$ cat src/wpg_pkg.sv
// wpg_pkg: shared widths, register indexes, reset values, the gain/threshold
// register struct and the command saturation function for the waypoint guidance block
// no dependencies
`default_nettype none

package wpg_pkg;

	localparam int DEFAULT_COORD_BITS     = 33;
	localparam int DEFAULT_GAIN_FRAC_BITS = 8;

	localparam int GAIN_W   = 12;
	localparam int DIST_W   = 62;
	localparam int VEL_W    = 16;
	localparam int HEIGHT_W = 21;
	localparam int THRUST_W = 22;
	localparam int CMD_W    = 32;
	localparam int SQ_W     = 2 * CMD_W;

	// signed gain times saturated error plus signed gain times velocity
	localparam int SUM_W     = GAIN_W + 1 + CMD_W + 1;
	// room for negation and the rounding offset
	localparam int CMD_PRE_W = SUM_W + 2;

	localparam int CFG_IDX_W = 3;

	localparam logic [CFG_IDX_W-1:0] REG_WAYPOINT_LAT     = 3'd0;
	localparam logic [CFG_IDX_W-1:0] REG_WAYPOINT_LON     = 3'd1;
	localparam logic [CFG_IDX_W-1:0] REG_FAR_KP           = 3'd2;
	localparam logic [CFG_IDX_W-1:0] REG_FAR_KD           = 3'd3;
	localparam logic [CFG_IDX_W-1:0] REG_NEAR_KP          = 3'd4;
	localparam logic [CFG_IDX_W-1:0] REG_NEAR_KD          = 3'd5;
	localparam logic [CFG_IDX_W-1:0] REG_APPROACH_DIST_SQ = 3'd6;
	localparam logic [CFG_IDX_W-1:0] REG_ARRIVE_DIST_SQ   = 3'd7;

	localparam logic [GAIN_W-1:0] RST_FAR_KP  = 12'd256;
	localparam logic [GAIN_W-1:0] RST_FAR_KD  = 12'd128;
	localparam logic [GAIN_W-1:0] RST_NEAR_KP = 12'd512;
	localparam logic [GAIN_W-1:0] RST_NEAR_KD = 12'd128;
	localparam logic [DIST_W-1:0] RST_APPROACH_DIST_SQ = 62'd250000;
	localparam logic [DIST_W-1:0] RST_ARRIVE_DIST_SQ   = 62'd1111;

	typedef struct packed {
		logic [GAIN_W-1:0] far_kp;
		logic [GAIN_W-1:0] far_kd;
		logic [GAIN_W-1:0] near_kp;
		logic [GAIN_W-1:0] near_kd;
		logic [DIST_W-1:0] approach_dist_sq;
		logic [DIST_W-1:0] arrive_dist_sq;
	} gain_cfg_t;

	localparam logic signed [CMD_PRE_W-1:0] CMD_HI =
		{{(CMD_PRE_W-CMD_W+1){1'b0}}, {(CMD_W-1){1'b1}}};
	localparam logic signed [CMD_PRE_W-1:0] CMD_LO = ~CMD_HI;

	function automatic logic signed [CMD_W-1:0] sat_cmd(input logic signed [CMD_PRE_W-1:0] x);
		logic signed [CMD_W-1:0] r;
		if (x > CMD_HI) begin
			r = CMD_HI[CMD_W-1:0];
		end else if (x < CMD_LO) begin
			r = CMD_LO[CMD_W-1:0];
		end else begin
			r = x[CMD_W-1:0];
		end
		return r;
	endfunction

endpackage

`default_nettype wire

$ cat src/wpg_cfg_regs.sv
// wpg_cfg_regs: configuration register file (waypoint, gains, thresholds)
// depends on wpg_pkg
`default_nettype none

module wpg_cfg_regs #(
	parameter int COORD_BITS = wpg_pkg::DEFAULT_COORD_BITS,
	parameter int DATA_W     = wpg_pkg::DIST_W
) (
	input  wire logic                             clk,
	input  wire logic                             arst_n,
	input  wire logic                             cfg_we,
	input  wire logic [wpg_pkg::CFG_IDX_W-1:0]    cfg_index,
	input  wire logic [DATA_W-1:0]                cfg_data,
	output logic signed [COORD_BITS-2:0]          waypoint_lat,
	output logic signed [COORD_BITS-1:0]          waypoint_lon,
	output wpg_pkg::gain_cfg_t                    gains
);
	import wpg_pkg::*;

	logic signed [COORD_BITS-2:0] waypoint_lat_q;
	logic signed [COORD_BITS-1:0] waypoint_lon_q;
	gain_cfg_t                    gains_q;

	always_ff @(posedge clk or negedge arst_n) begin
		if (!arst_n) begin
			waypoint_lat_q           <= '0;
			waypoint_lon_q           <= '0;
			gains_q.far_kp           <= RST_FAR_KP;
			gains_q.far_kd           <= RST_FAR_KD;
			gains_q.near_kp          <= RST_NEAR_KP;
			gains_q.near_kd          <= RST_NEAR_KD;
			gains_q.approach_dist_sq <= RST_APPROACH_DIST_SQ;
			gains_q.arrive_dist_sq   <= RST_ARRIVE_DIST_SQ;
		end else if (cfg_we) begin
			case (cfg_index)
				REG_WAYPOINT_LAT:     waypoint_lat_q           <= cfg_data[COORD_BITS-2:0];
				REG_WAYPOINT_LON:     waypoint_lon_q           <= cfg_data[COORD_BITS-1:0];
				REG_FAR_KP:           gains_q.far_kp           <= cfg_data[GAIN_W-1:0];
				REG_FAR_KD:           gains_q.far_kd           <= cfg_data[GAIN_W-1:0];
				REG_NEAR_KP:          gains_q.near_kp          <= cfg_data[GAIN_W-1:0];
				REG_NEAR_KD:          gains_q.near_kd          <= cfg_data[GAIN_W-1:0];
				REG_APPROACH_DIST_SQ: gains_q.approach_dist_sq <= cfg_data[DIST_W-1:0];
				REG_ARRIVE_DIST_SQ:   gains_q.arrive_dist_sq   <= cfg_data[DIST_W-1:0];
				default: begin
				end
			endcase
		end
	end

	assign waypoint_lat = waypoint_lat_q;
	assign waypoint_lon = waypoint_lon_q;
	assign gains        = gains_q;

endmodule

`default_nettype wire

$ cat config.mk
export PLATFORM = sky130hd
export DESIGN_NAME = wpg_cfg_regs
export DESIGN_NICKNAME = d
export VERILOG_FILES = /design/src/wpg_pkg.sv /design/src/wpg_cfg_regs.sv
export SDC_FILE = /design/constraint.sdc
export NUM_CORES = 1
export LEC_CHECK = 0
export ABC_AREA = 1
export BUFFER_PORTS_ARGS = -buffer_cell sky130_fd_sc_hd__buf_2
export CAP_MARGIN = 15
export CORE_MARGIN = 10
export CORE_UTILIZATION = 54
export DETAILED_ROUTE_END_ITERATION = 12
export HOLD_SLACK_MARGIN = 0.03
export PLACE_DENSITY_LB_ADDON = 0.05
export SKIP_LAST_GASP = 1
export SLEW_MARGIN = 0
export SYNTH_ARGS = -nofsm -noshare
export SYNTH_HDL_FRONTEND = slang
export SYNTH_SLANG_ARGS = --single-unit
$ cat constraint.sdc
create_clock -name clk -period 1.5 [get_ports clk]
set_clock_uncertainty 0.15 [all_clocks]
set_input_delay 0.225 -clock clk [delete_from_list [all_inputs] [get_ports clk]]
set_output_delay 0.225 -clock clk [all_outputs]
set_load 0.01 [all_outputs]
==> results_dict.tcl <==
set metrics [dict create \
    outcome "finished with violations" \
    violations "negative setup slack" \
    rsz0062_at_grt "yes" \
    vdd_drop_max_mv 1.072 \
    drcViolationCount 0 \
    synth_top_cells_by_area "dfrtp_1 60%, nand2_1 26%, dfstp_2 4.9%" \
    root_buffer "clkbuf_16" \
    gr-total-overflow 0 \
    drive_gt1_share_pct 29.37 \
    clock_latency_ns 0.51 \
    avgSynthCellArea_um2 8.844 \
    min_period_ns 1.541 \
    arrival_ns 1.17 \
    clk_path_buf_depth 3 \
    synthDominantCellAreaShare_pct 59.86 \
    start_util_pct 55.27 \
    cts_max_level 1 \
    syn_area_um2 9198 \
    met2_length_um 14530 \
    hpwl_um 20580 \
    slowest_delay_ns 0.55 \
    mostFrequentLayoutCells "630 x nand2_1, 286 x buf_2, 220 x dfrtp_1" \
    first_pass_iters 5 \
    core_area_um2 16640 \
    slew_violations 0 \
    design_area_um2 12910 \
    setup_violations 17 \
    viasPerCell 5.063 \
    critPathLaunchType "flop" \
    crit_chain "buf_6" \
    placed_cell_area_um2 11150 \
    synth-seq-area-share_pct 64.71 \
    synth_nets 1108 \
    critPathKind "reg -> out" \
    total_power_uw 19020 \
    cpMaxStageDelayCell "dfstp_2" \
    final_common_cell "nand2_1" \
    syn_inst 1040 \
    numCtsBuffers 24 \
    dr_wl_met3_um 3086 \
    row_count 47 \
    tightest_slew_ns 0.4237 \
    grt_antenna_before_repair 1 \
    grt_start_max_net_pins 61 \
    cts_sinks 237 \
    period_share_pct 102.7 \
    grt_pass1_vias 8593 \
    drtIter0Drc 562 \
    hold_violations 0 \
    die_x_um 150.5 \
    fin_nets 1487 \
    crit_buf_inv 1 \
    vias 8394 \
    place_congestion 0.8684 \
    ys_ff_latch 237 \
    io_buffers 304 \
    final_core_util_pct 77.57 \
    hold_path.class "in -> async" \
    ys.warnings.count 0 \
    die-area_um2 22650 \
    worstPathRequired_ns 1.12 \
    synth.distinct_cells 14 \
    layout_setup_ws_ns -0.04119 \
    crit_fanout 2 \
    track_usage_pct 26.66 \
    m1WireLength_um 11990 \
    cp-end-kind "output port" \
    die_height_um 150.5 \
    holdWs_ns 0.03413 \
    cts_tree "built" \
    fmax_ghz 0.6488 \
    max_slew_margin_pct 71.65 \
    area_growth_pct 40.36 \
    setup_tns_ns -0.4741 \
    critical-path-top-delay-family "flip-flops" \
    synth_top_area_cell "dfrtp_1" \
    ios 305 \
    routed_wl_um 30740 \
    wl_per_cell_um 18.54 \
    p_per_area_nw_per_um2 1474 \
    max_cap_violations 0 \
    ant_nets 0 \
    grt_pass1_wl_um 47780 \
    highest_layer "met4" \
    leakagePower_uw 0.007388 \
    clk_pin_slew_ns 0.07 \
]
-- per-stage QoR --
stage / setup slack, ns / instances
CTS: -0.05204 / 1652
detailed placement: -0.01156 / 1539
global placement: 0.06175 / 1539
floorplan: 0.2742 / 1040
finish: -0.04119 / 1658
global route: -0.08101 / 1658
-- logic make-up after synthesis --
kind of cell	Yosys count	share of synthesized area (%)
AND/OR/NAND/NOR	732	31.25
flip-flops	237	64.71
buffers and inverters	71	4.040
-- flip-flops by register name, summed over array words and instances (netlist names) --
signal	cells
gains	172
waypoint_lat	32
waypoint_lon	33
-- synth_stat cells (all sizes together) --
master	number
buf	30
clkbuf	35
clkinv	1
dfrtp	220
dfstp	17
inv	5
nand2	635
nand3	89
nor2	8
-- power breakdown --
group | switching, uW | internal (uW) | leakage, uW
Clock | 2530 | 4050 | 0.000428
Combinational | 2340 | 1700 | 0.00401
Sequential | 743 | 7660 | 0.00295
Total | 5620 | 13400 | 0.00739
-- metal layers --
layer / track usage, % / vias to the layer above
li1: - / 3942
met1: 33.84 / 3992
met2: 42.20 / 389
met3: 8.163 / 71
met4: 10.11 / 0
met5: 0 / -
-- worst reg2reg max path, stage by stage, from the launching register on --
cell	delay, ns
dfstp_2	0.55
buf_4	0.11
nand2_1	0.06
nand2_1	0.07
-- path summary, 6_finish.rpt --
| check | start | endpoint | slack [ns] | cells past startpoint |
|---|---|---|---|---|
| hold reg to reg | gains[37] | gains[37] | 0.32 | 2 |
| max in group asynchronous | arst_n | gains[56] | 0.29 | 3 |
| min in group clk | cfg_we | gains[155] | 0.05 | 6 |
| setup reg to reg | gains[79] | gains[79] | 0.50 | 3 |
| setup / recovery | gains[66] | gains[66] | -0.04 | 1 |
| hold / removal | arst_n | gains[106] | 0.03 | 2 |
-- final cells by class --
class                      instances  area [um^2]
antenna                            1        2.502
clock buffer                      28        666.9
fill                            1157         3732
multi-input combinational        732         2914
clock inverter                    16        215.2
sequential                       237         5952
inverter                           6        22.52
tap                              220        275.3
timing repair buffer             418         2861
-- what timing repair did --
item,4_1_cts,5_1_grt
gates resized for setup,21,6
setup endpoints to repair,17,85
hold buffers,67,0
pin swaps,0,1
endpoints found under the hold margin,468,0
gates cloned,0,1
buffers inserted,2,4
Power figures use the tool's default switching activity.
