==> src/wpg_pkg.sv <==
// wpg_pkg: shared widths, register indexes, reset values, the gain/threshold
// register struct and the command saturation function for the waypoint guidance block
// no dependencies
`default_nettype none

package wpg_pkg;

	localparam int DEFAULT_COORD_BITS     = 33;
	localparam int DEFAULT_GAIN_FRAC_BITS = 8;

	localparam int GAIN_W   = 12;
	localparam int DIST_W   = 62;
	localparam int VEL_W    = 16;
	localparam int HEIGHT_W = 21;
	localparam int THRUST_W = 22;
	localparam int CMD_W    = 32;
	localparam int SQ_W     = 2 * CMD_W;

	// signed gain times saturated error plus signed gain times velocity
	localparam int SUM_W     = GAIN_W + 1 + CMD_W + 1;
	// room for negation and the rounding offset
	localparam int CMD_PRE_W = SUM_W + 2;

	localparam int CFG_IDX_W = 3;

	localparam logic [CFG_IDX_W-1:0] REG_WAYPOINT_LAT     = 3'd0;
	localparam logic [CFG_IDX_W-1:0] REG_WAYPOINT_LON     = 3'd1;
	localparam logic [CFG_IDX_W-1:0] REG_FAR_KP           = 3'd2;
	localparam logic [CFG_IDX_W-1:0] REG_FAR_KD           = 3'd3;
	localparam logic [CFG_IDX_W-1:0] REG_NEAR_KP          = 3'd4;
	localparam logic [CFG_IDX_W-1:0] REG_NEAR_KD          = 3'd5;
	localparam logic [CFG_IDX_W-1:0] REG_APPROACH_DIST_SQ = 3'd6;
	localparam logic [CFG_IDX_W-1:0] REG_ARRIVE_DIST_SQ   = 3'd7;

	localparam logic [GAIN_W-1:0] RST_FAR_KP  = 12'd256;
	localparam logic [GAIN_W-1:0] RST_FAR_KD  = 12'd128;
	localparam logic [GAIN_W-1:0] RST_NEAR_KP = 12'd512;
	localparam logic [GAIN_W-1:0] RST_NEAR_KD = 12'd128;
	localparam logic [DIST_W-1:0] RST_APPROACH_DIST_SQ = 62'd250000;
	localparam logic [DIST_W-1:0] RST_ARRIVE_DIST_SQ   = 62'd1111;

	typedef struct packed {
		logic [GAIN_W-1:0] far_kp;
		logic [GAIN_W-1:0] far_kd;
		logic [GAIN_W-1:0] near_kp;
		logic [GAIN_W-1:0] near_kd;
		logic [DIST_W-1:0] approach_dist_sq;
		logic [DIST_W-1:0] arrive_dist_sq;
	} gain_cfg_t;

	localparam logic signed [CMD_PRE_W-1:0] CMD_HI =
		{{(CMD_PRE_W-CMD_W+1){1'b0}}, {(CMD_W-1){1'b1}}};
	localparam logic signed [CMD_PRE_W-1:0] CMD_LO = ~CMD_HI;

	function automatic logic signed [CMD_W-1:0] sat_cmd(input logic signed [CMD_PRE_W-1:0] x);
		logic signed [CMD_W-1:0] r;
		if (x > CMD_HI) begin
			r = CMD_HI[CMD_W-1:0];
		end else if (x < CMD_LO) begin
			r = CMD_LO[CMD_W-1:0];
		end else begin
			r = x[CMD_W-1:0];
		end
		return r;
	endfunction

endpackage

`default_nettype wire

==> src/wpg_law.sv <==
// wpg_law: mode decision on the squared error, sign selection, rounding and
// saturation into the result register; depends on wpg_pkg
`default_nettype none

module wpg_law #(
	parameter int GAIN_FRAC_BITS = wpg_pkg::DEFAULT_GAIN_FRAC_BITS
) (
	input  wire logic                                clk,
	input  wire logic                                load,
	input  wire wpg_pkg::gain_cfg_t                  gains,
	input  wire logic [wpg_pkg::SQ_W-1:0]            sq_lat_s3,
	input  wire logic [wpg_pkg::SQ_W-1:0]            sq_lon_s3,
	input  wire logic signed [wpg_pkg::SUM_W-1:0]    far_a_s3,
	input  wire logic signed [wpg_pkg::SUM_W-1:0]    far_b_s3,
	input  wire logic signed [wpg_pkg::SUM_W-1:0]    near_a_s3,
	input  wire logic signed [wpg_pkg::SUM_W-1:0]    near_b_s3,
	input  wire logic                                huge_s3,
	input  wire logic signed [wpg_pkg::THRUST_W-1:0] thrust_s3,
	output logic signed [wpg_pkg::CMD_W-1:0]         roll_q,
	output logic signed [wpg_pkg::CMD_W-1:0]         pitch_q,
	output logic signed [wpg_pkg::THRUST_W-1:0]      thrust_q,
	output logic                                     velocity_mode_q,
	output logic                                     arrived_q
);
	import wpg_pkg::*;

	localparam logic signed [CMD_PRE_W-1:0] HALF =
		{{(CMD_PRE_W-1){1'b0}}, 1'b1} <<< (GAIN_FRAC_BITS - 1);

	function automatic logic signed [CMD_PRE_W-1:0] ext(input logic signed [SUM_W-1:0] v);
		return {{(CMD_PRE_W-SUM_W){v[SUM_W-1]}}, v};
	endfunction

	// round half up, then saturate
	function automatic logic signed [CMD_W-1:0] scale(input logic signed [CMD_PRE_W-1:0] y);
		logic signed [CMD_PRE_W-1:0] t;
		t = y + HALF;
		return sat_cmd(t >>> GAIN_FRAC_BITS);
	endfunction

	logic [SQ_W-1:0]             sq;
	logic                        near, arr;
	logic signed [CMD_PRE_W-1:0] roll_y, pitch_y;

	assign sq   = sq_lat_s3 + sq_lon_s3;
	assign near = !huge_s3 && (sq < {{(SQ_W-DIST_W){1'b0}}, gains.approach_dist_sq});
	assign arr  = near && (sq < {{(SQ_W-DIST_W){1'b0}}, gains.arrive_dist_sq});

	assign roll_y  = near ? -ext(near_a_s3) : -ext(far_a_s3);
	assign pitch_y = near ? -ext(near_b_s3) : ext(far_b_s3);

	always_ff @(posedge clk) begin
		if (load) begin
			roll_q          <= scale(roll_y);
			pitch_q         <= scale(pitch_y);
			thrust_q        <= thrust_s3;
			velocity_mode_q <= near;
			arrived_q       <= arr;
		end
	end

endmodule

`default_nettype wire

==> config.mk <==
export PLATFORM = sky130hd
export DESIGN_NAME = wpg_law
export DESIGN_NICKNAME = d
export VERILOG_FILES = /design/src/wpg_pkg.sv /design/src/wpg_law.sv
export SDC_FILE = /design/constraint.sdc
export NUM_CORES = 1
export LEC_CHECK = 0
export ABC_AREA = 1
export BUFFER_PORTS_ARGS = -buffer_cell sky130_fd_sc_hd__buf_2
export CAP_MARGIN = 0
export CORE_AREA = 2 2 231 233
export DETAILED_ROUTE_END_ITERATION = 12
export DIE_AREA = 0 0 233 235
export GPL_TIMING_DRIVEN = 0
export PLACE_DENSITY = 0.57
export SLEW_MARGIN = 15
export SYNTH_ARGS = -nofsm -noshare
export SYNTH_HDL_FRONTEND = slang
export SYNTH_SLANG_ARGS = --single-unit
==> constraint.sdc <==
create_clock -name clk -period 6.55 [get_ports clk]
set_input_delay 0.655 -clock clk [delete_from_list [all_inputs] [get_ports clk]]
set_output_delay 0.655 -clock clk [all_outputs]
set_load 0.05 [all_outputs]
==> flow_metrics.tcl <==
set metrics [dict create \
    rsz0062_at_grt "yes" \
    grt_pass1_vias 18170 \
    wire_per_inst_um 16.83 \
    cts_buffer_depth 2 \
    layout.nets 4024 \
    yosysSeqAreaShare 0.1617 \
    die_height_um 235 \
    grt_first_pass_wirelength_um 100900 \
    whs_ns 0.4674 \
    drive_gt1_frac 0.3535 \
    synth_ff_type "edfxtp_1" \
    ys_ff_latch 88 \
    worstHoldPathType "primary input to flop" \
    cp_max_fo 7 \
    worst_slack_ns 0.1141 \
    relSlewSlack 0.5972 \
    cts_made_buffers 9 \
    vias 19030 \
    post-route-period-util 0.9826 \
    path_class "primary input to flop" \
    placed_area_sq_um 19940 \
    crit_slowest_cell "ha_4" \
    p_per_area_nw_per_um2 148.3 \
    tns_ns 0 \
    drt_iter0_markers 919 \
    yosys-top-cells-count "nand2_1, inv_1, nor2_1" \
    max_stage_delay_ns 0.32 \
    avgSynthCellArea_sq_um 6.161 \
    crit_buf_inv 6 \
    drv_cap 0 \
    die_area_sq_um 54760 \
    synthCells 2653 \
    fin_crit_ns 6.436 \
    final_hold_viol_count 0 \
    portBuffers 541 \
    cts.htree.levels 3 \
    synth_most_common_cell "nand2_1" \
    async_reset_ff_frac 0 \
    leakagePower_uw 0.01209 \
    yosys.area.top_type_share 0.2019 \
    yosys.area.top_type "nand2_1" \
    antenna_found_initial 37 \
    endpoint_kind "flop" \
    grt_max_degree 63 \
    cts.sinks 88 \
    grt_overflow 0 \
    setup_viol 0 \
    synth_edf_count 88 \
    cts_hold_buf 0 \
    yosysUniqueCellTypes 55 \
    dpl.hpwl_um 58580 \
    start_util 0.3129 \
    startpoint_type "primary input" \
    area_delta_synth_final_pct 42.11 \
    coreArea_sq_um 52240 \
    drcViolationCount 0 \
    netlist_area_sq_um 16350 \
    power_uw 3444 \
    die_w_um 233 \
    cts-root-buf "clkbuf_16" \
    rows 84 \
    syn_nets 3350 \
    peakVddDrop_uv 118.4 \
    clk_pin_slew_worst_paths_ns 0.07 \
    gp_congestion 0.9716 \
    worst_slew_pin_slew_ns 0.5986 \
    slew_violations 0 \
    fmax_ghz 0.1554 \
    grt_use_total 0.2382 \
    arrival_ns 6.54 \
    status "completed" \
    io-pin-count 597 \
    wirelength_um 67990 \
    crit_required_ns 6.66 \
    vias_per_cell 4.709 \
    drtPass1Iterations 6 \
    ys_warn_count 0 \
    stdcell_area_sq_um 23230 \
    place_ws_ns -2.197 \
    cts_tree "yes" \
    critPathTopFamily "simple AND/OR/NAND/NOR gates" \
    yosys-top-cells-area "nand2_1, edfxtp_1, ha_1" \
    antenna_left 0 \
]
worst paths after layout:
check / depth (start not counted) / endpoint / slack (ns) / from
setup / recovery: 44 / roll_q[1]$_SDFFCE_PN1P_ / 0.11 / sq_lon_s3[13]
hold / removal: 1 / thrust_q[3]$_DFFE_PP_ / 0.47 / thrust_s3[3]
layout by cell type, fill, tap and decap left out, drive strengths merged, types with 15 or more instances in the layout:
cell type | netlist | routed
nand2 | 936 | 936
buf | 38 | 695
inv | 412 | 415
nor2 | 312 | 312
ha | 187 | 187
nand3 | 136 | 136
a21oi | 126 | 126
xor2 | 109 | 109
edfxtp | 88 | 88
o21ai | 56 | 56
xnor2 | 52 | 52
nor3 | 36 | 36
nand4 | 33 | 33
nand3b | 27 | 27
diode | 0 | 21
clkbuf | 0 | 15
stage by stage:
step / util / std cells
4_1_cts: 0.4117 / 3951
2_1_floorplan: - / 2653
3_5_place_dp: 0.3818 / 3883
3_3_place_gp: 0.3812 / 3882
5_1_grt: 0.4443 / 4033
6_report: 0.4447 / 4041
logic make-up (layout without fill, tap and decap cells):
| kind of cell | Yosys count | count (layout) | synth area share |
|---|---|---|---|
| simple gates | 1519 | 1519 | 0.4039 |
| buf+inv | 451 | 1130 | 0.1164 |
| compound gates | 246 | 246 | 0.08742 |
| fa+ha+maj | 188 | 188 | 0.1444 |
| xor+xnor | 161 | 161 | 0.08627 |
| flops | 88 | 88 | 0.1617 |
| other cells | 0 | 21 | 0 |
layout make-up:
| cell class | instances | area (sq um) |
|---|---|---|
| diodes | 21 | 52.55 |
| repair buffers | 663 | 3832 |
| fillers | 5619 | 29010 |
| inverters | 413 | 1559 |
| clock inverters | 7 | 60.06 |
| clock buffers | 9 | 225.2 |
| flip-flops and latches | 88 | 2643 |
| multi-input cells | 2114 | 13530 |
| well taps | 688 | 860.8 |
| plain buffers | 38 | 464.2 |
metal layers:
| metal | part of all wire | vias to the layer above | wire length (um) | track usage |
|---|---|---|---|---|
| li1 | - | 9800 | - | - |
| met1 | 0.44 | 8500 | 30010 | 0.3132 |
| met2 | 0.47 | 607 | 32000 | 0.4044 |
| met3 | 0.059 | 105 | 4029 | 0.03313 |
| met4 | 0.027 | 18 | 1838 | 0.06601 |
| met5 | 0.0017 | - | 114 | 0 |
report_power, final:
part           internal (uW)  switching (uW)  total (uW)
sequential               703            14.3         718
combinational            837            1380        2210
clock                    265             247         512
state kept, by name (all words and copies together), names as in the netlist:
register and cells:
roll_q 32, velocity_mode_q 1, pitch_q 32, thrust_q 22, arrived_q 1
repair_timing:
action	in CTS	in global routing
setup buffers	47	64
endpoints found under the hold margin	0	0
pin swaps	42	100
endpoints found under the setup margin	66	64
resized for setup	193	285
cloned	5	5
Note: power is estimated with default switching activity, not from simulation.
