<file path="src/wpg_pkg.sv">
// wpg_pkg: shared widths, register indexes, reset values, the gain/threshold
// register struct and the command saturation function for the waypoint guidance block
// no dependencies
`default_nettype none

package wpg_pkg;

	localparam int DEFAULT_COORD_BITS     = 33;
	localparam int DEFAULT_GAIN_FRAC_BITS = 8;

	localparam int GAIN_W   = 12;
	localparam int DIST_W   = 62;
	localparam int VEL_W    = 16;
	localparam int HEIGHT_W = 21;
	localparam int THRUST_W = 22;
	localparam int CMD_W    = 32;
	localparam int SQ_W     = 2 * CMD_W;

	// signed gain times saturated error plus signed gain times velocity
	localparam int SUM_W     = GAIN_W + 1 + CMD_W + 1;
	// room for negation and the rounding offset
	localparam int CMD_PRE_W = SUM_W + 2;

	localparam int CFG_IDX_W = 3;

	localparam logic [CFG_IDX_W-1:0] REG_WAYPOINT_LAT     = 3'd0;
	localparam logic [CFG_IDX_W-1:0] REG_WAYPOINT_LON     = 3'd1;
	localparam logic [CFG_IDX_W-1:0] REG_FAR_KP           = 3'd2;
	localparam logic [CFG_IDX_W-1:0] REG_FAR_KD           = 3'd3;
	localparam logic [CFG_IDX_W-1:0] REG_NEAR_KP          = 3'd4;
	localparam logic [CFG_IDX_W-1:0] REG_NEAR_KD          = 3'd5;
	localparam logic [CFG_IDX_W-1:0] REG_APPROACH_DIST_SQ = 3'd6;
	localparam logic [CFG_IDX_W-1:0] REG_ARRIVE_DIST_SQ   = 3'd7;

	localparam logic [GAIN_W-1:0] RST_FAR_KP  = 12'd256;
	localparam logic [GAIN_W-1:0] RST_FAR_KD  = 12'd128;
	localparam logic [GAIN_W-1:0] RST_NEAR_KP = 12'd512;
	localparam logic [GAIN_W-1:0] RST_NEAR_KD = 12'd128;
	localparam logic [DIST_W-1:0] RST_APPROACH_DIST_SQ = 62'd250000;
	localparam logic [DIST_W-1:0] RST_ARRIVE_DIST_SQ   = 62'd1111;

	typedef struct packed {
		logic [GAIN_W-1:0] far_kp;
		logic [GAIN_W-1:0] far_kd;
		logic [GAIN_W-1:0] near_kp;
		logic [GAIN_W-1:0] near_kd;
		logic [DIST_W-1:0] approach_dist_sq;
		logic [DIST_W-1:0] arrive_dist_sq;
	} gain_cfg_t;

	localparam logic signed [CMD_PRE_W-1:0] CMD_HI =
		{{(CMD_PRE_W-CMD_W+1){1'b0}}, {(CMD_W-1){1'b1}}};
	localparam logic signed [CMD_PRE_W-1:0] CMD_LO = ~CMD_HI;

	function automatic logic signed [CMD_W-1:0] sat_cmd(input logic signed [CMD_PRE_W-1:0] x);
		logic signed [CMD_W-1:0] r;
		if (x > CMD_HI) begin
			r = CMD_HI[CMD_W-1:0];
		end else if (x < CMD_LO) begin
			r = CMD_LO[CMD_W-1:0];
		end else begin
			r = x[CMD_W-1:0];
		end
		return r;
	endfunction

endpackage

`default_nettype wire

</file>
<file path="src/wpg_error.sv">
// wpg_error: position error against the waypoint, axis saturation, magnitudes
// and height error, registered into stage 2; depends on wpg_pkg
`default_nettype none

module wpg_error #(
	parameter int COORD_BITS = wpg_pkg::DEFAULT_COORD_BITS
) (
	input  wire logic                                 clk,
	input  wire logic                                 load,
	input  wire logic signed [COORD_BITS-2:0]         cur_lat,
	input  wire logic signed [COORD_BITS-1:0]         cur_lon,
	input  wire logic signed [COORD_BITS-2:0]         waypoint_lat,
	input  wire logic signed [COORD_BITS-1:0]         waypoint_lon,
	input  wire logic signed [wpg_pkg::HEIGHT_W-1:0]  height_goal,
	input  wire logic signed [wpg_pkg::HEIGHT_W-1:0]  height_now,
	output logic signed [wpg_pkg::CMD_W-1:0]          dlat_s2,
	output logic signed [wpg_pkg::CMD_W-1:0]          dlon_s2,
	output logic [wpg_pkg::CMD_W-1:0]                 mlat_s2,
	output logic [wpg_pkg::CMD_W-1:0]                 mlon_s2,
	output logic                                      huge_s2,
	output logic signed [wpg_pkg::THRUST_W-1:0]       thrust_s2
);
	import wpg_pkg::*;

	localparam int LAT_W = COORD_BITS - 1;
	localparam int LON_W = COORD_BITS;
	localparam int ERR_W = (COORD_BITS + 1 > CMD_W + 2) ? COORD_BITS + 1 : CMD_W + 2;

	localparam logic signed [ERR_W-1:0] ERR_POS = {{(ERR_W-CMD_W){1'b0}}, 1'b1, {(CMD_W-1){1'b0}}};
	localparam logic signed [ERR_W-1:0] ERR_NEG = -ERR_POS;
	localparam logic signed [ERR_W-1:0] ERR_MAX = ERR_POS - 1;

	function automatic logic signed [CMD_W-1:0] sat_err(input logic signed [ERR_W-1:0] x);
		logic signed [CMD_W-1:0] r;
		if (x > ERR_MAX) begin
			r = ERR_MAX[CMD_W-1:0];
		end else if (x < ERR_NEG) begin
			r = ERR_NEG[CMD_W-1:0];
		end else begin
			r = x[CMD_W-1:0];
		end
		return r;
	endfunction

	// magnitude is only meaningful when the error is within +-2^31
	function automatic logic [CMD_W-1:0] mag_err(input logic signed [ERR_W-1:0] x);
		logic signed [ERR_W-1:0] n;
		n = -x;
		return x[ERR_W-1] ? n[CMD_W-1:0] : x[CMD_W-1:0];
	endfunction

	logic signed [ERR_W-1:0]    raw_lat;
	logic signed [ERR_W-1:0]    raw_lon;
	logic                       huge;
	logic signed [THRUST_W-1:0] thrust;

	assign raw_lat = {{(ERR_W-LAT_W){cur_lat[LAT_W-1]}}, cur_lat}
		- {{(ERR_W-LAT_W){waypoint_lat[LAT_W-1]}}, waypoint_lat};
	assign raw_lon = {{(ERR_W-LON_W){cur_lon[LON_W-1]}}, cur_lon}
		- {{(ERR_W-LON_W){waypoint_lon[LON_W-1]}}, waypoint_lon};

	assign huge = (raw_lat > ERR_POS) || (raw_lat < ERR_NEG)
		|| (raw_lon > ERR_POS) || (raw_lon < ERR_NEG);

	assign thrust = {height_goal[HEIGHT_W-1], height_goal}
		- {height_now[HEIGHT_W-1], height_now};

	always_ff @(posedge clk) begin
		if (load) begin
			dlat_s2   <= sat_err(raw_lat);
			dlon_s2   <= sat_err(raw_lon);
			mlat_s2   <= mag_err(raw_lat);
			mlon_s2   <= mag_err(raw_lon);
			huge_s2   <= huge;
			thrust_s2 <= thrust;
		end
	end

endmodule

`default_nettype wire

</file>
<file path="config.mk">
export PLATFORM = sky130hd
export DESIGN_NAME = wpg_error
export DESIGN_NICKNAME = d
export VERILOG_FILES = /design/src/wpg_pkg.sv /design/src/wpg_error.sv
export SDC_FILE = /design/constraint.sdc
export NUM_CORES = 1
export LEC_CHECK = 0
export BUFFER_PORTS_ARGS = -buffer_cell sky130_fd_sc_hd__buf_2
export CELL_PAD_IN_SITES_DETAIL_PLACEMENT = 1
export CELL_PAD_IN_SITES_GLOBAL_PLACEMENT = 2
export CORE_MARGIN = 2
export CORE_UTILIZATION = 32
export DETAILED_ROUTE_END_ITERATION = 12
export PLACE_DENSITY_LB_ADDON = 0.3
export REMOVE_ABC_BUFFERS = 1
export SLEW_MARGIN = 20
export SYNTH_ARGS = -nofsm -noshare
export SYNTH_HDL_FRONTEND = slang
export SYNTH_SLANG_ARGS = --single-unit
export TNS_END_PERCENT = 1
</file>
<file path="constraint.sdc">
create_clock -name clk -period 5.3 [get_ports clk]
set_input_delay 0.265 -clock clk [delete_from_list [all_inputs] [get_ports clk]]
set_output_delay 0.265 -clock clk [all_outputs]
set_load 0.01 [all_outputs]
</file>
==> results of run 1 <==
[power by group through the flow]
stage | Sequential, W | Clock [W] | Combinational, W
after floorplan | 0.00188 | 0 | 0.000992
after global placement | 0.00180 | 0 | 0.00182
after detailed placement | 0.00180 | 0 | 0.00186
after CTS | 0.00178 | 0.00127 | 0.00187
after global routing | 0.00180 | 0.00130 | 0.00205
final | 0.00178 | 0.00124 | 0.00185
[logic make-up after synthesis]
| logic type | after synthesis | synth area share |
|---|---|---|
| AOI/OAI and AO/OA | 406 | 0.2324 |
| xor gates and xnor gates | 116 | 0.08422 |
| adders and majority gates | 95 | 0.09957 |
| buffers and inverters | 173 | 0.05476 |
| DFF | 151 | 0.3759 |
| muxes | 4 | 0.003423 |
| and+or+nand+nor | 354 | 0.1498 |
[Yosys cell counts (29+ instances only)]
| master | instances |
|---|---|
| o21a_1 | 29 |
| nand2_1 | 81 |
| o21ai_0 | 82 |
| a21oi_1 | 91 |
| xnor2_1 | 84 |
| nor3_1 | 33 |
| a21o_1 | 54 |
| inv_1 | 130 |
| nand3_1 | 31 |
| nor2_1 | 82 |
| edfxtp_1 | 151 |
| xor2_1 | 32 |
| ha_1 | 88 |
| clkbuf_1 | 30 |
[cell type report]
| class | instances | area [um^2] |
|---|---|---|
| diodes | 1 | 2.502 |
| clock buffers | 17 | 425.4 |
| clock inverters | 15 | 155.1 |
| fillers | 4432 | 22520 |
| inverters | 131 | 491.7 |
| multi-input cells | 975 | 6875 |
| flip-flops and latches | 151 | 4534 |
| well taps | 511 | 639.4 |
| repair buffers | 339 | 1753 |
[metal layers]
layer,up-vias,track usage,share of wire
li1,5423,-,-
met1,5338,0.2770,0.45
met2,290,0.3622,0.48
met3,44,0.03560,0.051
met4,4,0.05792,0.020
met5,-,0,0.00053
[how the worst min path moves through the flow]
stage | start | endpoint
5_1_grt | height_now[0] | thrust_s2[0]
3_5_place_dp | mlat_s2[20] | mlat_s2[20]
3_3_place_gp | height_now[0] | thrust_s2[0]
4_1_cts | height_now[0] | thrust_s2[0]
2_1_floorplan | load | dlat_s2[0]
6_report | height_now[0] | thrust_s2[0]
[sequential cells by signal, summed over array words and instances, names as in the netlist]
register	count
dlat_s2	32
dlon_s2	32
huge_s2	1
mlat_s2	32
mlon_s2	32
thrust_s2	22
[cell usage in the layout (no fill, tap or decap), drive strengths merged, types with 14 or more instances in the layout]
cell type,count
buf,339
edfxtp,151
inv,132
a21oi,91
ha,88
o21ai,88
xnor2,84
nand2,83
nor2,82
a21o,55
nor3,34
xor2,32
nand3,31
o21a,29
and3,19
and2,18
clkbuf,17
o31ai,17
nor2b,14
[metrics by stage]
stage / instance area (um^2) / hold WS, ns / setup slack (ns) / cells / total power, W
CTS: 14870 / 0.2136 / 1.189 / 2139 / 0.004916
detailed placement: 14290 / 0.6788 / 0.7301 / 2107 / 0.003659
finish: 14880 / 0.2315 / 1.180 / 2140 / 0.004870
floorplan: 11900 / 0.3775 / 1.097 / 1257 / 0.002875
global route: 14870 / 0.2281 / 0.8705 / 2139 / 0.005149
global placement: 14290 / 0.6543 / 0.7901 / 2107 / 0.003626
==> out/qor.txt, run 1 <==
Max H-tree Level -> 4
Peak VDD IR -> 0.0002241 V
Crit Path Category -> input pin to register
WL/cell -> 19.49 um
# setup viols final -> 0
Slowest cell on the critical path -> nor4b_1
Clock power share -> 0.255
Util after Layout -> 0.3978
Synth Warn # -> 0
Setup bufs post-CTS -> 0
Cell Rows -> 71
Reg power frac -> 0.365
Drt drc -> 0
Gpl congestion -> 0.8715
Internal -> 0.003079 W
CP max stage delay -> 0.44 ns
CTS Hold Bufs -> 0
Worst Hold Class -> input pin to register
Initial Util -> 0.3226
Syn_area_per_cell -> 9.287 um^2
Final Max Slew Viols -> 0
Core region area -> 37400 um^2
Post-CTS Resized -> 0
Die Y-Extent -> 198.2 um
Final hold violations -> 0
CP Max Fanout -> 5
Final HPWL DP -> 33690 um
Routed Antenna Nets -> 0
Vias in the first global route -> 11420
Cell taking the most area after synthesis -> edfxtp_1
Worst EP arrival -> 4.26 ns
Global-route usage over all layers -> 0.2124
TritonCTS Sinks -> 151
Post-synthesis cell count -> 1299
Clock root cell -> clkbuf_16
CTS max path bufs -> 2
IO Pins -> 325
First-pass GRT wire length -> 64330 um
Combinational Power Share -> 0.380
DRT iter0 DRCs -> 560
Static leakage -> 6.598 nW
Sequential cell area fraction in the yosys report -> 0.3759
Reg clk slew, reported paths -> 0.07 ns
Critical Path Sink -> huge_s2
Area delta synth->final -> 23.31%
Nets@finish -> 1880
P per Cell Area -> 327.3 nW/um^2
Input/output buffers -> 324
Max Cap Violations -> 0
DRT Wirelength -> 41720 um
Minimum clock period -> 4.120 ns
Die width -> 198.2 um
Worst hold stages -> 3
Largest net degree at the start of global routing -> 58
Switching fraction of total power -> 0.3676
Unrepaired setup endpoints after global routing -> no
TritonCTS Buffers -> 17
CTS tree -> built
Worst setup SP type -> input pin
Setup TNS Final -> 0 ns
CP Buf/Inv Count -> 3
Psw -> 0.001790 W
Vias/cell -> 5.186
Max Freq -> 0.2427 GHz
Largest cells by area after synthesis -> edfxtp_1, ha_1, xnor2_1
Worst EP required -> 5.44 ns
Ys flop type -> edfxtp_1
Levels on crit path -> 15
Drt pass-1 iters -> 5
Critical path, cell by cell -> buf_2 > inv_1 > ha_1 > inv_1 > fa_1 > a211o_1 > a21o_1 > a311oi_1 > o21ai_1 > nor4_2 > nor4b_1 > nor4b_1 > nand4_1 > nor4_1 > o221ai_1
Post-synth EDFFs -> 151
Initial antenna violation count -> 3
Status -> finished clean
Nature of the critical path endpoint -> register
#FFs+latches synth -> 151
Unique masters post-synth -> 92
Layout cell share with drive strength beyond 1 -> 0.2506
Ys async rst share -> 0
Slew headroom -> 0.4579
GRT overflow -> 0
Die ar. -> 39270 um^2
Post-synth top area share -> 0.3759
Slew @ Worst Pin -> 0.8026 ns
CP delay by family, top -> simple AND/OR/NAND/NOR gates
Period utilisation layout -> 0.7773
Worst Setup SP -> cur_lat[0]
Total vias in the final route -> 11099
Cell area after synthesis -> 12060 um^2
Power figures use the tool's default switching activity.
==> run 2: changes to the inputs <==
- clock period: 5.3 -> 3.9 ns (I/O delays scaled with it)
==> run 2 against run 1 <==
- worst setup slack got worse by 0.87 ns
- clock power rose by 27%
- power rose by 37%
- non-clock buffer count rose by 85
==> out/qor.txt, run 2 (synthesis gave the netlist of run 1 again) <==
Status -> finished clean
Nature of the critical path endpoint -> register
Worst Hold Class -> input pin to register
GRT overflow -> 0
Initial antenna violation count -> 2
Most common cell after layout, fill and taps aside -> buf_2
CTS Hold Bufs -> 0
Slew headroom -> 0.3803
Layout cell share with drive strength beyond 1 -> 0.2862
TritonCTS Sinks -> 151
Final worst slack -> 0.3055 ns
TritonCTS Buffers -> 17
Total vias in the final route -> 11472
Minimum clock period -> 3.594 ns
Fillers -> 4514
Unrepaired setup endpoints after global routing -> no
Util after Layout -> 0.4143
First-pass GRT wire length -> 65070 um
Area delta synth->final -> 28.44%
CP Max Fanout -> 5
P per Cell Area -> 431.2 nW/um^2
Die Y-Extent -> 198.2 um
Max H-tree Level -> 4
Core region area -> 37400 um^2
Reg power frac -> 0.361
Vias/cell -> 5.158
Slew @ Worst Pin -> 0.9296 ns
Max Freq -> 0.2782 GHz
Die ar. -> 39270 um^2
Vias in the first global route -> 11848
Input/output buffers -> 324
Die width -> 198.2 um
Max Cap Violations -> 0
Worst setup SP type -> input pin
Setup TNS Final -> 0 ns
IO Pins -> 325
Peak VDD IR -> 0.0002880 V
Final HPWL DP -> 34560 um
Final Max Slew Viols -> 0
# setup viols final -> 0
Clock root cell -> clkbuf_16
DRT iter0 DRCs -> 565
Period utilisation layout -> 0.9217
Worst EP arrival -> 3.77 ns
Commonest non-fill, non-tap cells in the layout -> buf_2, edfxtp_1, inv_1
CTS tree -> built
Multi-input logic area -> 6884 um^2
Register area -> 4534 um^2
Worst Hold End -> thrust_s2[0]
Setup bufs post-CTS -> 0
Cell Rows -> 71
Largest net degree at the start of global routing -> 88
Worst EP required -> 4.08 ns
Static leakage -> 6.990 nW
Initial Util -> 0.3226
Crit Path Category -> input pin to register
Final hold violations -> 0
Global-route usage over all layers -> 0.2137
Post-CTS Resized -> 0
Drt pass-1 iters -> 5
Reg clk slew, reported paths -> 0.07 ns
Gpl congestion -> 0.8500
Combinational Power Share -> 0.404
Hold Path Origin -> height_now[0]
Nets@finish -> 1965
Post-DP Area -> 14940 um^2
DRT Wirelength -> 42200 um
Psw -> 0.002421 W
Drt drc -> 0
Switching fraction of total power -> 0.3623
Final hold slack -> 0.1417 ns
Worst hold stages -> 3
Internal -> 0.004260 W
CTS max path bufs -> 2
Clock power share -> 0.235
Worst slack, placed -> -0.1888 ns
Routed Antenna Nets -> 0
WL/cell -> 18.97 um
Final Instance Area -> 15490 um^2
[run 2: critical path, stage by stage]
cell	delay, ns
buf_2	0.09
inv_1	0.04
ha_1	0.15
inv_1	0.05
fa_1	0.41
a211o_1	0.34
a211o_1	0.34
a21bo_1	0.25
a21o_1	0.22
a31oi_2	0.30
xnor2_1	0.18
o21ai_0	0.16
or4_4	0.54
nor4_1	0.32
o221ai_1	0.15
[run 2: cell type report]
type	count	area share
clock buffers	19	0.02794
inverters	131	0.03173
repair buffers	424	0.1551
clock inverters	12	0.006864
multi-input cells	975	0.4443
well taps	511	0.04126
diodes	1	0.0001615
flip-flops and latches	151	0.2926
[run 2: worst max path at each step]
| stage | startpoint | to | slack, ns |
|---|---|---|---|
| 2_1_floorplan | cur_lat[0] | huge_s2 | -0.23 |
| 3_3_place_gp | cur_lat[0] | mlat_s2[30] | -0.07 |
| 3_5_place_dp | cur_lat[0] | mlat_s2[30] | -0.19 |
| 4_1_cts | cur_lat[0] | mlat_s2[30] | 0.28 |
| 5_1_grt | waypoint_lon[6] | dlon_s2[18] | 0.05 |
| 6_report | cur_lat[0] | huge_s2 | 0.31 |
[run 2: power by group through the flow]
stage / Combinational [W] / Sequential, W / Clock, W
finish: 0.00270 / 0.00241 / 0.00157
global placement: 0.00265 / 0.00245 / 0
floorplan: 0.00135 / 0.00256 / 0
detailed placement: 0.00270 / 0.00244 / 0
CTS: 0.00272 / 0.00242 / 0.00162
global route: 0.00297 / 0.00244 / 0.00167
[run 2: per-layer routing]
layer,up-vias,share of wire,GRT usage
met4,2,0.023,0.06767
met5,-,0.00040,0
li1,5587,-,-
met2,314,0.48,0.3658
met3,55,0.053,0.03321
met1,5514,0.44,0.2753
[run 2: per-stage QoR]
| step | total power [W] | cells |
|---|---|---|
| after floorplan | 0.003907 | 1257 |
| after global placement | 0.005098 | 2192 |
| after detailed placement | 0.005148 | 2192 |
| after CTS | 0.006756 | 2223 |
| after global routing | 0.007076 | 2223 |
| final | 0.006681 | 2224 |
